## src/rtl/wdv_pkg.sv

```systemverilog
// Shared types, constants and the field compare function for the vertex welding block.
// Used by wdv_ctrl, wdv_datapath and the top level; depends on nothing else.
package wdv_pkg;

   localparam int MAX_VERTICES_DEFAULT = 1024;
   localparam int COORD_W = 32;
   localparam int TOL_W = 31;
   localparam int IDX_W = 10;
   localparam int TOTAL_W = 11;
   localparam int CSR_INDEX_W = 1;
   localparam int CSR_DATA_W = 31;

   localparam logic [CSR_INDEX_W-1:0] REG_USE_TOLERANCE = 1'd0;
   localparam logic [CSR_INDEX_W-1:0] REG_TOLERANCE = 1'd1;

   typedef logic signed [COORD_W-1:0] coord_type;
   typedef logic [TOL_W-1:0] tol_type;
   typedef logic [CSR_INDEX_W-1:0] csr_index_type;
   typedef logic [CSR_DATA_W-1:0] csr_data_type;
   typedef logic [IDX_W-1:0] vertex_index_type;
   typedef logic [TOTAL_W-1:0] unique_total_type;

   typedef struct packed {
      coord_type pos_x;
      coord_type pos_y;
      coord_type pos_z;
      coord_type tex_u;
      coord_type tex_v;
   } vertex_type;

   typedef struct packed {
      logic start;
      logic scan;
      logic finish;
   } ctl_cmd_type;

   typedef struct packed {
      logic found;
      logic drained;
      logic out_free;
   } dp_status_type;

   function automatic logic field_match(coord_type a, coord_type b, logic use_tol,
                                        tol_type tol);
      logic signed [COORD_W:0] diff;
      logic signed [COORD_W:0] tol_pos;
      logic signed [COORD_W:0] tol_neg;
      diff = {a[COORD_W-1], a} - {b[COORD_W-1], b};
      tol_pos = $signed({2'b00, tol});
      tol_neg = -tol_pos;
      return (a == b) || (use_tol && (diff < tol_pos) && (diff > tol_neg));
   endfunction

   function automatic logic vertex_match(vertex_type a, vertex_type b, logic use_tol,
                                         tol_type tol);
      return field_match(a.pos_x, b.pos_x, use_tol, tol) &&
             field_match(a.pos_y, b.pos_y, use_tol, tol) &&
             field_match(a.pos_z, b.pos_z, use_tol, tol) &&
             field_match(a.tex_u, b.tex_u, use_tol, tol) &&
             field_match(a.tex_v, b.tex_v, use_tol, tol);
   endfunction

endpackage

```

## src/rtl/wdv_ctrl.sv

```systemverilog
// Controller state machine: accepts a vertex, runs the scan, and closes out the beat.
// Depends on wdv_pkg for the command and status structs.
module wdv_ctrl (
   input  logic                  clock,
   input  logic                  reset,
   input  logic                  req_valid,
   output logic                  req_stall,
   input  wdv_pkg::dp_status_type status,
   output wdv_pkg::ctl_cmd_type   cmd
);
   import wdv_pkg::*;

   typedef enum logic [2:0] {
      ST_IDLE   = 3'b001,
      ST_SCAN   = 3'b010,
      ST_FINISH = 3'b100
   } state_type;

   state_type state_ff;
   state_type state_in;

   always_comb begin
      state_in = state_ff;
      cmd = '0;
      req_stall = 1'b1;
      case (state_ff)
         ST_IDLE: begin
            req_stall = 1'b0;
            if (req_valid) begin
               cmd.start = 1'b1;
               state_in = ST_SCAN;
            end
         end
         ST_SCAN: begin
            cmd.scan = 1'b1;
            if (status.found || status.drained) begin
               state_in = ST_FINISH;
            end
         end
         ST_FINISH: begin
            if (status.out_free) begin
               cmd.finish = 1'b1;
               state_in = ST_IDLE;
            end
         end
         default: begin
            state_in = ST_IDLE;
         end
      endcase
   end

   always_ff @(posedge clock) begin
      if (reset) begin
         state_ff <= ST_IDLE;
      end else begin
         state_ff <= state_in;
      end
   end

endmodule

```

## config.mk

```make
export PLATFORM = sky130hd
export DESIGN_NAME = wdv_ctrl
export DESIGN_NICKNAME = d
export VERILOG_FILES = /design/src/rtl/wdv_pkg.sv /design/src/rtl/wdv_ctrl.sv
export SDC_FILE = /design/constraint.sdc
export NUM_CORES = 1
export LEC_CHECK = 0
export BUFFER_PORTS_ARGS = -buffer_cell sky130_fd_sc_hd__buf_2
export CAP_MARGIN = 20
export CELL_PAD_IN_SITES_DETAIL_PLACEMENT = 1
export CELL_PAD_IN_SITES_GLOBAL_PLACEMENT = 1
export CORE_AREA = 2 2 39 41
export DETAILED_ROUTE_END_ITERATION = 12
export DIE_AREA = 0 0 41 43
export GPL_TIMING_DRIVEN = 1
export PLACE_DENSITY_LB_ADDON = 0.1
export SKIP_CTS_REPAIR_TIMING = 1
export SLEW_MARGIN = 30
export SYNTH_ARGS = -nofsm -noshare
export SYNTH_HDL_FRONTEND = slang
export SYNTH_SLANG_ARGS = --single-unit
```

## constraint.sdc

```tcl
create_clock -name clock -period 1.5 [get_ports clock]
set_clock_uncertainty 0.05 [all_clocks]
set_input_delay 0.075 -clock clock [delete_from_list [all_inputs] [get_ports clock]]
set_output_delay 0.075 -clock clock [all_outputs]
set_load 0.1 [all_outputs]
```

==> key figures <==
Clock tree
  • TritonCTS sink count: 3
  • H-tree depth: 1
  • Later-pin clock latency in the skew report: around 0.23 ns
  • CTS buffer count: 3
  • Clk pin slew, worst setup/hold paths: ~0.04 ns
  • Root buf cell: clkbuf_4
  • CTS tree: built
  • Longest Clk Path Bufs: 2

Setup path
  • Crit path to: req_stall
  • Kind of critical path: flop to output port
  • Worst setup EP type: output port
  • CP Launch Type: flop
  • Worst Reg-to-Reg Cells: 3
  • Worst setup path start: state_ff[1]$_SDFFE_PP0P_
  • Critical path data required time: 1.37 ns
  • Critical R2R Launch: state_ff[1]$_SDFFE_PP0P_
  • CP arrival: 1.26 ns
  • Critical R2R Capture: state_ff[0]$_SDFFE_PP1P_
  • R2r setup slk: approximately 0.29 ns
  • CP Max Fanout: 6

Finish
  • Reg area: about 60 sq um
  • Final #Nets: 39
  • Non-filler instance count after layout: 48
  • Final Core Density: 0.234
  • Multi-input logic area: 114 sq um
  • Top flop regs: state_ff x3
  • FILL cells: between 150 and 200
  • Max FFs per register: 3
  • Area growth, synth to finish: 104%
  • Final instance area: 324 sq um
  • Share of cells above drive strength 1: 0.500
  • ANT cells: 0
  • Most flops, register: state_ff

Logic synthesis
  • Synth Area in Adders: 0
  • Simple-Gate Fraction of Synth Area: 0.354
  • Synth area leaders: dfxtp_1 38%, o21bai_1 9.4%, a211oi_2 7.9%, nor4bb_1 6.3%, nor4b_1 5.5%
  • Yosys top cell area share: 0.378
  • Yosys cell types: 14
  • Sequential share of the synthesized area: 0.378
  • Flops & latches, synth: 3
  • Largest family of logic cells by synthesized area: simple AND/OR/NAND/NOR gates
  • Mux share of post-synthesis cell area: 0
  • Post-Syn Area per Cell: 8.83 sq um
  • Syn Inst Count: 18
  • Syn nets: 24
  • Cell area after synthesis: 159 sq um
  • Synth area leader: dfxtp_1
  • Synth Area in Compound Gates: 0.244
  • Syn. warnings: 0
  • Xor/xnor share of the synthesized area: 0

STA
  • Min Tclk post-route: 1.38 ns
  • Max Freq: about 720 MHz
  • Worst Max-Slew Pin Slew: 0.485 ns
  • Worst slew margin: 0.679
  • RSZ-0062 raised after global routing: no
  • Final Max Tran Viols: 0
  • Finish-stage setup viols: 0
  • Final Cycle Share: 0.922
  • Hold Violations, Final: 0
  • Min Hold Slack: 0.125 ns

Route
  • Routed WL: 436 um
  • Routed wire per std cell: 9.08 um
  • Via/cell ratio: 3.71
  • Vias post-DR: 178
  • Drt pass-1 iters: 1
  • # DRC: 0
  • Initial DRC Count: 0
  • Final ANT Viol Nets: 0

Placement
  • Inst Count DP: 43
  • Number of port buffers: 9
  • GPL Wtd Cong: 0.588
  • Cell area after placement: approximately 290 sq um

Die
  • Die H: 43 um
  • Die X: 41 um
  • Initial Util: 0.115
  • Core area: 1380 sq um
  • Die ar.: 1760 sq um
  • FP Rows: 14
  • Num ports: 10

Global route
  • Pin count of the biggest net entering global routing: 9
  • First-pass GRT wire length: 752 um
  • Antenna violations before repair: 0
  • Vias in the first global route: 192
  • GRT Residual Overflow: 0
  • GRT Resource Usage Total: 0.0661

Power
  • Worst VDD drop: 298 uV
  • Pleak: 0.128 nW
  • Power per standard cell area: 1020 nW/um^2

Run status
  • Status: complete, no violations

Hold path
  • Worst min path class: input pin to flop
  • HP Start: status[0]

Run
  • Max Cap Violations: 0
layout make-up:
cell class                 instances  area share
sequential                         3       0.185
multi-input combinational         14       0.351
tap                               16      0.0618
timing repair buffer              10       0.309
inverter                           1      0.0116
clock buffer                       4      0.0811
cells by family (layout without fill, tap and decap cells):
kind of cell	after synthesis	in the layout
AND/OR/NAND/NOR	9	9
AO/OA/AOI/OAI	5	5
buffers and inverters	1	15
flip-flops	3	3
placed cells by master, fill, tap and decap left out:
| cell | n |
|---|---|
| dlygate4sd3_1 | 1 |
| inv_1 | 1 |
| buf_12 | 3 |
| o21bai_1 | 2 |
| nor3_1 | 1 |
| buf_2 | 6 |
| a211oi_2 | 1 |
| and3_2 | 1 |
| nor4b_1 | 1 |
| clkbuf_1 | 1 |
| clkbuf_4 | 3 |
| dfxtp_1 | 3 |
| or3b_1 | 1 |
| a31oi_1 | 1 |
| nor4bb_4 | 1 |
| a21oi_1 | 1 |
| nor2_1 | 1 |
| nand2_1 | 1 |
| nor2_2 | 1 |
| nand2b_1 | 1 |
synth_stat cells:
cell type and instances:
dfxtp_1 3, nor2_1 2, o21bai_1 2, a211oi_2 1, a21oi_1 1, a31oi_1 1
and3_1 1, inv_1 1, nand2_1 1, nand2b_1 1, nor3_1 1, nor4b_1 1
nor4bb_1 1, or3b_1 1
power breakdown:
group	total [W]	internal, W	switching, W
clock network	0.000140	0.0000996	0.0000405
logic	0.0000964	0.0000313	0.0000651
registers	0.0000942	0.0000846	0.00000969
per-stage QoR:
step	TNS, ns	setup WS [ns]	power, W
final	0	0.116	0.000331
after global routing	0	0.00153	0.000353
after CTS	0	0.0964	0.000338
after detailed placement	0	0.284	0.000191
after global placement	0	0.320	0.000192
after floorplan	-0.144	-0.144	0.000160
metal layers:
metal	vias up	part of all wire	wire length [um]	GRT usage
li1	95	-	-	-
met1	77	0.39	170	0.0767
met2	6	0.52	228	0.0938
met3	0	0.083	36	0.0157
met4	0	0	0	0.0600
met5	-	0	0	0
worst min-delay path by stage:
stage / to / slack (ns) / cells past startpoint
finish: state_ff[2]$_SDFFE_PP0P_ / 0.13 / 3
global route: state_ff[2]$_SDFFE_PP0P_ / 0.15 / 3
CTS: state_ff[2]$_SDFFE_PP0P_ / -0.02 / 2
detailed placement: state_ff[2]$_SDFFE_PP0P_ / 0.23 / 2
global placement: state_ff[2]$_SDFFE_PP0P_ / 0.22 / 2
floorplan: state_ff[2]$_SDFFE_PP0P_ / 0.09 / 1
critical path, stage by stage (launching register included):
cell and delay, ns:
dfxtp_1 0.45, nor2_1 0.09, nand2_1 0.07, buf_2 0.42
Power figures use the tool's default switching activity.
